[src/dba_pkg.sv]
// ----------------------------------------------------------------------------
// dba_pkg
// Shared types and constants for the debounced band alarm.
// ----------------------------------------------------------------------------
package dba_pkg;

  localparam int HeartW = 8;
  localparam int PaceW  = 12;
  localparam int CountW = 8;
  localparam int IndexW = 3;

  localparam logic [CountW-1:0] CountMax = '1;

  // configuration register indexes
  localparam logic [IndexW-1:0] REG_HEART_UPPER  = 3'd0;
  localparam logic [IndexW-1:0] REG_HEART_LOWER  = 3'd1;
  localparam logic [IndexW-1:0] REG_PACE_UPPER   = 3'd2;
  localparam logic [IndexW-1:0] REG_PACE_LOWER   = 3'd3;
  localparam logic [IndexW-1:0] REG_HEART_ENABLE = 3'd4;
  localparam logic [IndexW-1:0] REG_PACE_ENABLE  = 3'd5;
  localparam logic [IndexW-1:0] REG_DEBOUNCE     = 3'd6;
  localparam logic [IndexW-1:0] REG_REPEAT       = 3'd7;

  typedef enum logic [2:0] {
    CLS_NONE       = 3'd0,
    CLS_HEART_HIGH = 3'd1,
    CLS_HEART_LOW  = 3'd2,
    CLS_PACE_SLOW  = 3'd3,
    CLS_PACE_FAST  = 3'd4
  } class_t;

  typedef struct packed {
    logic [HeartW-1:0] heart_upper;
    logic [HeartW-1:0] heart_lower;
    logic [PaceW-1:0]  pace_upper;
    logic [PaceW-1:0]  pace_lower;
    logic              heart_enable;
    logic              pace_enable;
    logic [CountW-1:0] debounce_seconds;
    logic [CountW-1:0] repeat_seconds;
  } cfg_t;

endpackage

[src/dba_cfg.sv]
// ----------------------------------------------------------------------------
// dba_cfg
// Configuration register file, written through a valid/ready port.
// ----------------------------------------------------------------------------
module dba_cfg (
  input  logic                         clk,
  input  logic                         rst,
  input  logic                         cfg_valid,
  output logic                         cfg_ready,
  input  logic [dba_pkg::IndexW-1:0]   cfg_index,
  input  logic [15:0]                  cfg_data,
  output dba_pkg::cfg_t                cfg
);

  dba_pkg::cfg_t regs;

  assign cfg_ready = 1'b1;
  assign cfg       = regs;

  always_ff @(posedge clk) begin
    if (rst) begin
      regs.heart_upper      <= 8'd180;
      regs.heart_lower      <= 8'd100;
      regs.pace_upper       <= 12'd420;
      regs.pace_lower       <= 12'd240;
      regs.heart_enable     <= 1'b0;
      regs.pace_enable      <= 1'b0;
      regs.debounce_seconds <= 8'd5;
      regs.repeat_seconds   <= 8'd30;
    end else if (cfg_valid && cfg_ready) begin
      case (cfg_index)
        dba_pkg::REG_HEART_UPPER:  regs.heart_upper      <= cfg_data[7:0];
        dba_pkg::REG_HEART_LOWER:  regs.heart_lower      <= cfg_data[7:0];
        dba_pkg::REG_PACE_UPPER:   regs.pace_upper       <= cfg_data[11:0];
        dba_pkg::REG_PACE_LOWER:   regs.pace_lower       <= cfg_data[11:0];
        dba_pkg::REG_HEART_ENABLE: regs.heart_enable     <= cfg_data[0];
        dba_pkg::REG_PACE_ENABLE:  regs.pace_enable      <= cfg_data[0];
        dba_pkg::REG_DEBOUNCE:     regs.debounce_seconds <= cfg_data[7:0];
        dba_pkg::REG_REPEAT:       regs.repeat_seconds   <= cfg_data[7:0];
        default: ;
      endcase
    end
  end

endmodule

[src/dba_classify.sv]
// ----------------------------------------------------------------------------
// dba_classify
// Band classification of one sample: heart high/low first, then pace.
// ----------------------------------------------------------------------------
module dba_classify (
  input  dba_pkg::cfg_t                 cfg,
  input  logic                          heart_valid,
  input  logic [dba_pkg::HeartW-1:0]    heart_rate,
  input  logic [dba_pkg::PaceW-1:0]     pace_value,
  output dba_pkg::class_t               cls
);

  logic heart_use;
  logic pace_use;

  // a zero reading means no reading
  assign heart_use = heart_valid && cfg.heart_enable && (heart_rate != '0);
  assign pace_use  = cfg.pace_enable && (pace_value != '0);

  always_comb begin
    cls = dba_pkg::CLS_NONE;
    if (heart_use && (heart_rate > cfg.heart_upper)) begin
      cls = dba_pkg::CLS_HEART_HIGH;
    end else if (heart_use && (heart_rate < cfg.heart_lower)) begin
      cls = dba_pkg::CLS_HEART_LOW;
    end else if (pace_use && (pace_value > cfg.pace_upper)) begin
      cls = dba_pkg::CLS_PACE_SLOW;
    end else if (pace_use && (pace_value < cfg.pace_lower)) begin
      cls = dba_pkg::CLS_PACE_FAST;
    end
  end

endmodule

[src/dba_track.sv]
// ----------------------------------------------------------------------------
// dba_track
// Debounce and repeat tracking; decides the alert code of each sample.
// ----------------------------------------------------------------------------
module dba_track (
  input  logic                 clk,
  input  logic                 rst,
  input  logic                 advance,
  input  dba_pkg::class_t      cls,
  input  dba_pkg::cfg_t        cfg,
  output dba_pkg::class_t      code
);

  dba_pkg::class_t              pending_class, pending_class_next;
  dba_pkg::class_t              last_fired_class, last_fired_class_next;
  logic [dba_pkg::CountW-1:0]   out_band_count, out_band_count_next;
  logic [dba_pkg::CountW-1:0]   since_fire_count, since_fire_count_next;
  logic [dba_pkg::CountW-1:0]   band_inc;
  logic [dba_pkg::CountW-1:0]   since_inc;

  // saturating increments
  assign band_inc  = (out_band_count == dba_pkg::CountMax) ? dba_pkg::CountMax
                                                           : out_band_count + 1'b1;
  assign since_inc = (since_fire_count == dba_pkg::CountMax) ? dba_pkg::CountMax
                                                             : since_fire_count + 1'b1;

  always_comb begin
    pending_class_next    = pending_class;
    last_fired_class_next = last_fired_class;
    out_band_count_next   = out_band_count;
    since_fire_count_next = since_fire_count;
    code                  = dba_pkg::CLS_NONE;
    if (cls == dba_pkg::CLS_NONE) begin
      pending_class_next    = dba_pkg::CLS_NONE;
      last_fired_class_next = dba_pkg::CLS_NONE;
      out_band_count_next   = '0;
      since_fire_count_next = '0;
    end else if (cls != pending_class) begin
      pending_class_next    = cls;
      out_band_count_next   = {{(dba_pkg::CountW-1){1'b0}}, 1'b1};
      since_fire_count_next = '0;
    end else begin
      out_band_count_next = band_inc;
      if (band_inc >= cfg.debounce_seconds) begin
        // hold off a repeat of the same alert
        if ((last_fired_class == cls) && (since_inc < cfg.repeat_seconds)) begin
          since_fire_count_next = since_inc;
        end else begin
          last_fired_class_next = cls;
          since_fire_count_next = '0;
          code                  = cls;
        end
      end
    end
  end

  always_ff @(posedge clk) begin
    if (rst) begin
      pending_class    <= dba_pkg::CLS_NONE;
      last_fired_class <= dba_pkg::CLS_NONE;
      out_band_count   <= '0;
      since_fire_count <= '0;
    end else if (advance) begin
      pending_class    <= pending_class_next;
      last_fired_class <= last_fired_class_next;
      out_band_count   <= out_band_count_next;
      since_fire_count <= since_fire_count_next;
    end
  end

endmodule

[src/debounced_band_alarm.sv]
// ----------------------------------------------------------------------------
// debounced_band_alarm
// Debounced heart rate and pace band alarm with repeat hold-off.
// ----------------------------------------------------------------------------
// Samples arrive on the input channel (in_valid / in_stall) with fields
// heart_valid, heart_rate and pace_value; each sample yields exactly one
// alert_code on the output channel (out_valid / out_stall), 0 when nothing
// fires. A transfer happens on a rising edge with valid high and stall low.
// A sample is captured in an input register, classified and tracked, and
// written to the result register. One sample per cycle is sustained while
// the receiver does not stall: the classify, count and compare logic
// between the two registers is combinational. When the receiver stalls,
// the result holds and the input register still takes one more sample;
// in_stall rises only when both are full. Reset clears the valid flags,
// returns the configuration to its defaults and clears the debounce
// state. Configuration writes (cfg_valid / cfg_ready, index and data) are
// always ready and take effect on the next cycle.
// ----------------------------------------------------------------------------
module debounced_band_alarm (
  input  logic                        clk,
  input  logic                        rst,
  input  logic                        in_valid,
  output logic                        in_stall,
  input  logic                        heart_valid,
  input  logic [dba_pkg::HeartW-1:0]  heart_rate,
  input  logic [dba_pkg::PaceW-1:0]   pace_value,
  output logic                        out_valid,
  input  logic                        out_stall,
  output logic [2:0]                  alert_code,
  input  logic                        cfg_valid,
  output logic                        cfg_ready,
  input  logic [dba_pkg::IndexW-1:0]  cfg_index,
  input  logic [15:0]                 cfg_data
);

  dba_pkg::cfg_t               cfg;
  dba_pkg::class_t             cls;
  dba_pkg::class_t             code;
  logic                        s1_valid;
  logic                        s1_heart_valid;
  logic [dba_pkg::HeartW-1:0]  s1_heart_rate;
  logic [dba_pkg::PaceW-1:0]   s1_pace_value;
  logic                        s1_move;
  logic                        advance;
  logic                        accept;

  assign s1_move  = !out_valid || !out_stall;
  assign advance  = s1_valid && s1_move;
  assign in_stall = s1_valid && !s1_move;
  assign accept   = in_valid && !in_stall;

  dba_cfg u_cfg (
    .clk       (clk),
    .rst       (rst),
    .cfg_valid (cfg_valid),
    .cfg_ready (cfg_ready),
    .cfg_index (cfg_index),
    .cfg_data  (cfg_data),
    .cfg       (cfg)
  );

  dba_classify u_classify (
    .cfg         (cfg),
    .heart_valid (s1_heart_valid),
    .heart_rate  (s1_heart_rate),
    .pace_value  (s1_pace_value),
    .cls         (cls)
  );

  dba_track u_track (
    .clk     (clk),
    .rst     (rst),
    .advance (advance),
    .cls     (cls),
    .cfg     (cfg),
    .code    (code)
  );

  // input register
  always_ff @(posedge clk) begin
    if (rst) begin
      s1_valid <= 1'b0;
    end else if (accept) begin
      s1_valid <= 1'b1;
    end else if (s1_move) begin
      s1_valid <= 1'b0;
    end
  end

  always_ff @(posedge clk) begin
    if (accept) begin
      s1_heart_valid <= heart_valid;
      s1_heart_rate  <= heart_rate;
      s1_pace_value  <= pace_value;
    end
  end

  // result register
  always_ff @(posedge clk) begin
    if (rst) begin
      out_valid <= 1'b0;
    end else if (advance) begin
      out_valid <= 1'b1;
    end else if (!out_stall) begin
      out_valid <= 1'b0;
    end
  end

  always_ff @(posedge clk) begin
    if (advance) begin
      alert_code <= code;
    end
  end

endmodule

[config.mk]
export PLATFORM = sky130hd
export DESIGN_NAME = debounced_band_alarm
export DESIGN_NICKNAME = d
export VERILOG_FILES = /design/src/dba_pkg.sv /design/src/dba_cfg.sv /design/src/dba_classify.sv /design/src/dba_track.sv /design/src/debounced_band_alarm.sv
export SDC_FILE = /design/constraint.sdc
export NUM_CORES = 1
export LEC_CHECK = 0
export BUFFER_PORTS_ARGS = -buffer_cell sky130_fd_sc_hd__clkbuf_2
export CORE_ASPECT_RATIO = 0.9
export CORE_MARGIN = 5
export CORE_UTILIZATION = 60
export DETAILED_ROUTE_END_ITERATION = 8
export PLACE_DENSITY = 0.9
export SYNTH_ARGS = -nofsm -noshare
export SYNTH_HDL_FRONTEND = slang
export SYNTH_SLANG_ARGS = --single-unit
[constraint.sdc]
create_clock -name clk -period 4.14 [get_ports clk]
set_input_delay 0.207 -clock clk [delete_from_list [all_inputs] [get_ports clk]]
set_output_delay 0.207 -clock clk [all_outputs]
set_load 0.02 [all_outputs]
==> impl_metrics.tcl, run 1 <==
set metrics [dict create \
    place_ws_ns 0.415 \
    start_util_pct 62.1 \
    crit_path_start "u_track.out_band_count[2]" \
    worst_pin_slew_ns 1.17 \
    synthAdderAreaFrac_pct 12.0 \
    grt_pass1_wl_mm 21.9 \
    placed_cells 793 \
    cp-end-kind "flip-flop" \
    design_area_um2 6440 \
    area_growth_pct 12.1 \
    setup_violations 0 \
    gr-total-overflow 0 \
    required_ns 4.43 \
    reg2reg_from "u_track.out_band_count[2]" \
    synth_edf_count 24 \
    postCtsSetupBuffers 0 \
    muxShareOfSynthArea_pct 2.29 \
    drc 0 \
    numCtsBuffers 9 \
    antenna_found_initial 0 \
    die_area_um2 11600 \
    dpl.hpwl_mm 9.44 \
    synth_cells 645 \
    synth_compound_area_share_pct 16.4 \
    report.final.slew_viol_count 0 \
    worstPathMaxFanout 16 \
    fin_ws_ns 0.341 \
    ir_drop_uv 236 \
    num_vias 4919 \
    wirelength_mm 13.6 \
    synth_xor_area_share_pct 1.52 \
    yosysSeqAreaShare_pct 41.1 \
    maxCapViolations 0 \
    p_leak_nw 2.68 \
    syn_nets 745 \
    grt_start_max_net_pins 59 \
    clock-sinks 106 \
    yosys_register_bits 106 \
    synthMostInstantiatedCell "nand2_1" \
    finalCritPeriodShare_pct 91.8 \
    wl_per_cell_um 16.4 \
    ys.flop_type "dfxtp_1" \
    finalNonFillerCells 829 \
    min-delay-start "heart_rate[3]" \
    dr.pass1.iters 7 \
    via_per_inst 5.93 \
    finClkSkew_ns 0.0101 \
    rows 33 \
    track_usage_pct 23.5 \
    path_clk_slew_ns 0.11 \
    fin_nets 802 \
    synthTopCellsByCount "nand2_1, dfxtp_1, inv_1" \
    synthSimpleGateAreaFrac_pct 20.8 \
    critical_path_class "reg2reg" \
    worstPathArrival_ns 4.09 \
    fin_util_pct 69.7 \
    post_cts_resized 0 \
    io_pins 51 \
    syn-cell-area_um2 5750 \
    netlist_top_cells_area "dfxtp_1, edfxtp_1, ha_1" \
    ant_nets 0 \
    place_area_um2 6060 \
    hold_buffers 19 \
    fmax_ghz 0.263 \
    synthDistinctLibCells 67 \
    portBuffers 45 \
    tritoncts "done" \
    tns_ns 0 \
    rsz0062_at_grt "no" \
    routabilityCongestion 0.960 \
    grt_pass1_vias 4795 \
    yosys.area.top_type_share_pct 28.6 \
    diodes 0 \
    insertion_delay_ns 0.38 \
    status "completed" \
    period_minus_slack_ns 3.80 \
    syn_avg_cell_area_um2 8.91 \
    hp-class "in2reg" \
    yosysTopAreaCell "dfxtp_1" \
    core_area_um2 9250 \
    cts-root-buf "clkbuf_8" \
    finalHoldViolCount 0 \
    p_per_area_nw_per_um2 298 \
    relSlewSlack_pct 21.5 \
    yosys_warnings 0 \
    drtIter0Drc 302 \
    hold_ws_ns 0.0201 \
    h-tree-depth 3 \
    power_mw 1.92 \
    dieHeight_um 103 \
    die_w_um 113 \
    cts_buffer_depth 2 \
    synth_top_family_by_area "simple AND/OR/NAND/NOR gates" \
    async_flop_share_pct 0 \
    start_kind "flip-flop" \
    drive_gt1_share_pct 13.2 \
]
state kept, by name (all words and copies together) (netlist names):
register                  count
s1_heart_valid                1
u_track.pending_class         3
s1_valid                      1
u_track.out_band_count        8
u_cfg.cfg                    58
s1_pace_value                12
alert_code                    3
s1_heart_rate                 8
u_track.last_fired_class      3
out_valid                     1
u_track.since_fire_count      8
per-layer routing:
metal | GRT usage, % | share of wire, % | vias up
met5 | 0 | 0 | -
met3 | 5.05 | 5.6 | 27
met1 | 28.1 | 42 | 2355
met4 | 7.49 | 2.2 | 0
li1 | - | - | 2371
met2 | 42.7 | 50 | 166
critical path: stages, from the launching register on:
cell	delay, ns
dfxtp_1	0.41
and3_1	0.19
and2_1	0.19
nand4_1	0.25
nand2_1	0.18
inv_1	0.05
ha_1	0.26
nand2b_1	0.14
a21o_1	0.17
a21o_1	0.17
a211o_1	0.29
a21oi_1	0.14
o21ai_0	0.27
o41ai_4	0.46
buf_4	0.31
nand3_1	0.14
o41ai_2	0.10
area by class of cell:
class                           count  area, um2
Inverter                           60        225
Sequential cell                   106       2360
Clock buffer                        9        124
Timing Repair Buffer               71        470
Clock inverter                      7       61.3
Fill cell                         676       2800
Multi-Input combinational cell    454       3050
Tap cell                          122        153
final timing paths:
kind | end | slack (ns) | depth (start not counted)
worst max-delay path | u_track.since_fire_count[1] | 0.34 | 16
worst min-delay path | s1_heart_rate[3] | 0.02 | 1
worst min register to register | u_cfg.cfg[26] | 0.46 | 2
worst max register to register | u_track.since_fire_count[1] | 0.34 | 16
kinds of logic (layout without fill, tap and decap cells):
group,Yosys count,after routing
other,1,1
XOR/XNOR,10,10
multiplexers,13,13
buffers and inverters,85,147
AND/OR/NAND/NOR,244,244
adder cells (fa/ha/maj),55,55
flip-flops,106,106
AO/OA/AOI/OAI,131,131
layout by cell type (no fill, tap or decap), drive strengths merged, types with 4 or more instances in the layout:
| cell | count |
|---|---|
| inv | 63 |
| buf | 6 |
| o21ai | 11 |
| dlygate4sd3 | 20 |
| nor4 | 4 |
| o41ai | 7 |
| nand2b | 5 |
| nand4 | 11 |
| nand2 | 110 |
| nor3 | 7 |
| a21oi | 57 |
| dfxtp | 82 |
| o31ai | 6 |
| nor2 | 42 |
| ha | 55 |
| xor2 | 7 |
| nor2b | 9 |
| a21o | 7 |
| nand3 | 30 |
| and2 | 4 |
| or4 | 6 |
| clkbuf | 54 |
| edfxtp | 24 |
| clkinv | 4 |
| mux2i | 12 |
| o211ai | 22 |
where the power goes:
| part | internal (mW) | total, mW | switching [mW] | leakage (nW) |
|---|---|---|---|---|
| clock | 0.231 | 0.611 | 0.380 | 0.0975 |
| combinational | 0.0811 | 0.206 | 0.125 | 1.69 |
| sequential | 1.09 | 1.11 | 0.0188 | 0.897 |
(Power assumes the default switching activity.)
==> run 2: changes to the inputs <==
CORE_UTILIZATION = 65   (was 60)
PLACE_DENSITY = 0.95   (was 0.9)
clock period = 4.5 ns   (was 4.14 ns; I/O delays follow)
==> run 2 against run 1 <==
Via count down 1.4%. Worst hold slack got worse by 0.0020 ns. Combinational power down 15%. Die area fell by 7.0%. Worst setup slack better by 0.32 ns. Sequential power fell by 8%.
==> impl_metrics.tcl, run 2 (synthesized netlist as in run 1, its figures left out) <==
set metrics [dict create \
    cts_buffer_depth 2 \
    drtIter0Drc 286 \
    worstPathArrival_ns 4.12 \
    numCtsBuffers 9 \
    top_usage_layer "met2" \
    via_per_inst 6.01 \
    rows 32 \
    gr-total-overflow 0 \
    critical_path_class "reg2reg" \
    min-delay-start "pace_value[9]" \
    reg2regPathDepth 16 \
    tns_ns 0 \
    area_growth_pct 9.08 \
    period_minus_slack_ns 3.84 \
    fin_util_pct 72.8 \
    worstPathMaxFanout 16 \
    track_usage_pct 26.1 \
    worst_pin_slew_ns 1.17 \
    grt_pass1_wl_mm 22.8 \
    layout_commonest_cell "nand2_1" \
    ff2ff_setup_slack_ns 0.66 \
    wl_per_cell_um 16.9 \
    h-tree-depth 3 \
    die_w_um 109 \
    whs_endpoint "s1_pace_value[9]" \
    io_pins 51 \
    clock-sinks 106 \
    die_area_um2 10800 \
    core_area_um2 8610 \
    p_per_area_nw_per_um2 287 \
    dieHeight_um 99.2 \
    setup_violations 0 \
    antenna_found_initial 0 \
    grt_pass1_vias 4941 \
    insertion_delay_ns 0.37 \
    start_kind "flip-flop" \
    grt_use_met3_pct 5.39 \
    fmax_ghz 0.260 \
    grt_start_max_net_pins 60 \
    portBuffers 45 \
    status "completed" \
    dpl.hpwl_mm 9.73 \
    fill_cells 610 \
    report.final.slew_viol_count 0 \
    drc 0 \
    required_ns 4.78 \
    start_util_pct 66.8 \
    hp-class "in2reg" \
    rsz0062_at_grt "no" \
    finalCritPeriodShare_pct 85.3 \
    power_mw 1.80 \
    diodes 0 \
    largest_reg_flops 58 \
    num_vias 4851 \
    dr.pass1.iters 5 \
    crit_path_start "u_track.out_band_count[2]" \
    use_met1_pct 30.9 \
    placed_cells 789 \
    maxCapViolations 0 \
    final_cell_mix "nand2_1, dfxtp_1, inv_1, a21oi_1, ha_1" \
    tritoncts "done" \
    reg2reg_from "u_track.out_band_count[2]" \
    finClkSkew_ns 0.00916 \
    fin_nets 783 \
    ir_drop_uv 216 \
    p_leak_nw 2.60 \
    drive_gt1_share_pct 13.2 \
    min_path_cells 1 \
    finalNonFillerCells 807 \
    finalHoldViolCount 0 \
    cts-root-buf "clkbuf_8" \
    routabilityCongestion 0.930 \
    path_clk_slew_ns 0.11 \
    ant_nets 0 \
    use_met2_pct 47.5 \
    r2r_end "u_track.since_fire_count[3]" \
    relSlewSlack_pct 21.8 \
    cp-end-kind "flip-flop" \
    wirelength_mm 13.6 \
]
-- run 2: cell count changes in the layout (fill, tap and decap cells not counted), sizes merged --
cell | before | now
dlygate4sd3 | 20 | 2
inv | 63 | 61
buf | 6 | 5
bufinv | 0 | 1
clkbuf | 54 | 55
clkinv | 4 | 3
clkinvlp | 0 | 1
-- run 2: power breakdown --
| group | switching (mW) | internal [mW] |
|---|---|---|
| Combinational | 0.112 | 0.0641 |
| Clock | 0.338 | 0.264 |
| Sequential | 0.0181 | 1.00 |
| Total | 0.468 | 1.33 |
-- run 2: metal layers --
layer  part of all wire, %  vias up
li1                      -     2330
met1                    41     2304
met2                    51      182
met3                   6.2       35
met4                   2.3        0
met5                     0        -
-- run 2: how the worst max path moves through the flow --
| stage | to | slack (ns) | cells past startpoint |
|---|---|---|---|
| 2_1_floorplan | u_track.since_fire_count[0] | 1.02 | 16 |
| 3_5_place_dp | u_track.since_fire_count[3] | 0.75 | 16 |
| 6_report | u_track.since_fire_count[3] | 0.66 | 16 |
| 5_1_grt | u_track.since_fire_count[7] | 0.43 | 16 |
| 3_3_place_gp | u_track.since_fire_count[5] | 0.95 | 16 |
| 4_1_cts | u_track.since_fire_count[3] | 0.71 | 16 |
-- run 2: final cells by class --
type,count,area [um2],area share (%)
well taps,119,149,2.38
repair buffers,52,283,4.51
inverters,60,225,3.59
clock inverters,6,72.6,1.16
clock buffers,10,128,2.04
flip-flops and latches,106,2360,37.7
multi-input cells,454,3050,48.6
-- run 2: per-stage QoR --
| stage | area (um2) | setup WS [ns] | hold WS, ns |
|---|---|---|---|
| after floorplan | 5750 | 1.02 | 0.324 |
| after global placement | 6050 | 0.951 | 0.401 |
| after detailed placement | 6050 | 0.752 | 0.404 |
| after CTS | 6250 | 0.712 | 0.00889 |
| after global routing | 6270 | 0.427 | 0.000516 |
| final | 6270 | 0.660 | 0.0181 |
-- run 2: critical path, stage by stage, from the launching register on --
cell and delay [ns]:
dfxtp_1 0.42, and3_1 0.20, and2_1 0.20, nand4_1 0.25, nand2_1 0.18, inv_1 0.05, ha_1 0.25, nand2b_1 0.14
a21o_1 0.18, a21o_1 0.17, a211o_1 0.29, a21oi_1 0.17, o21ai_0 0.29, o41ai_4 0.45, buf_4 0.29, nand3_1 0.13
o41ai_2 0.09
-- run 2: what timing repair did --
item / in CTS / in global routing
hold endpoints to repair: 0 / 2
gates resized for setup: 0 / 0
buffers inserted: 0 / 0
hold buffers: 0 / 2
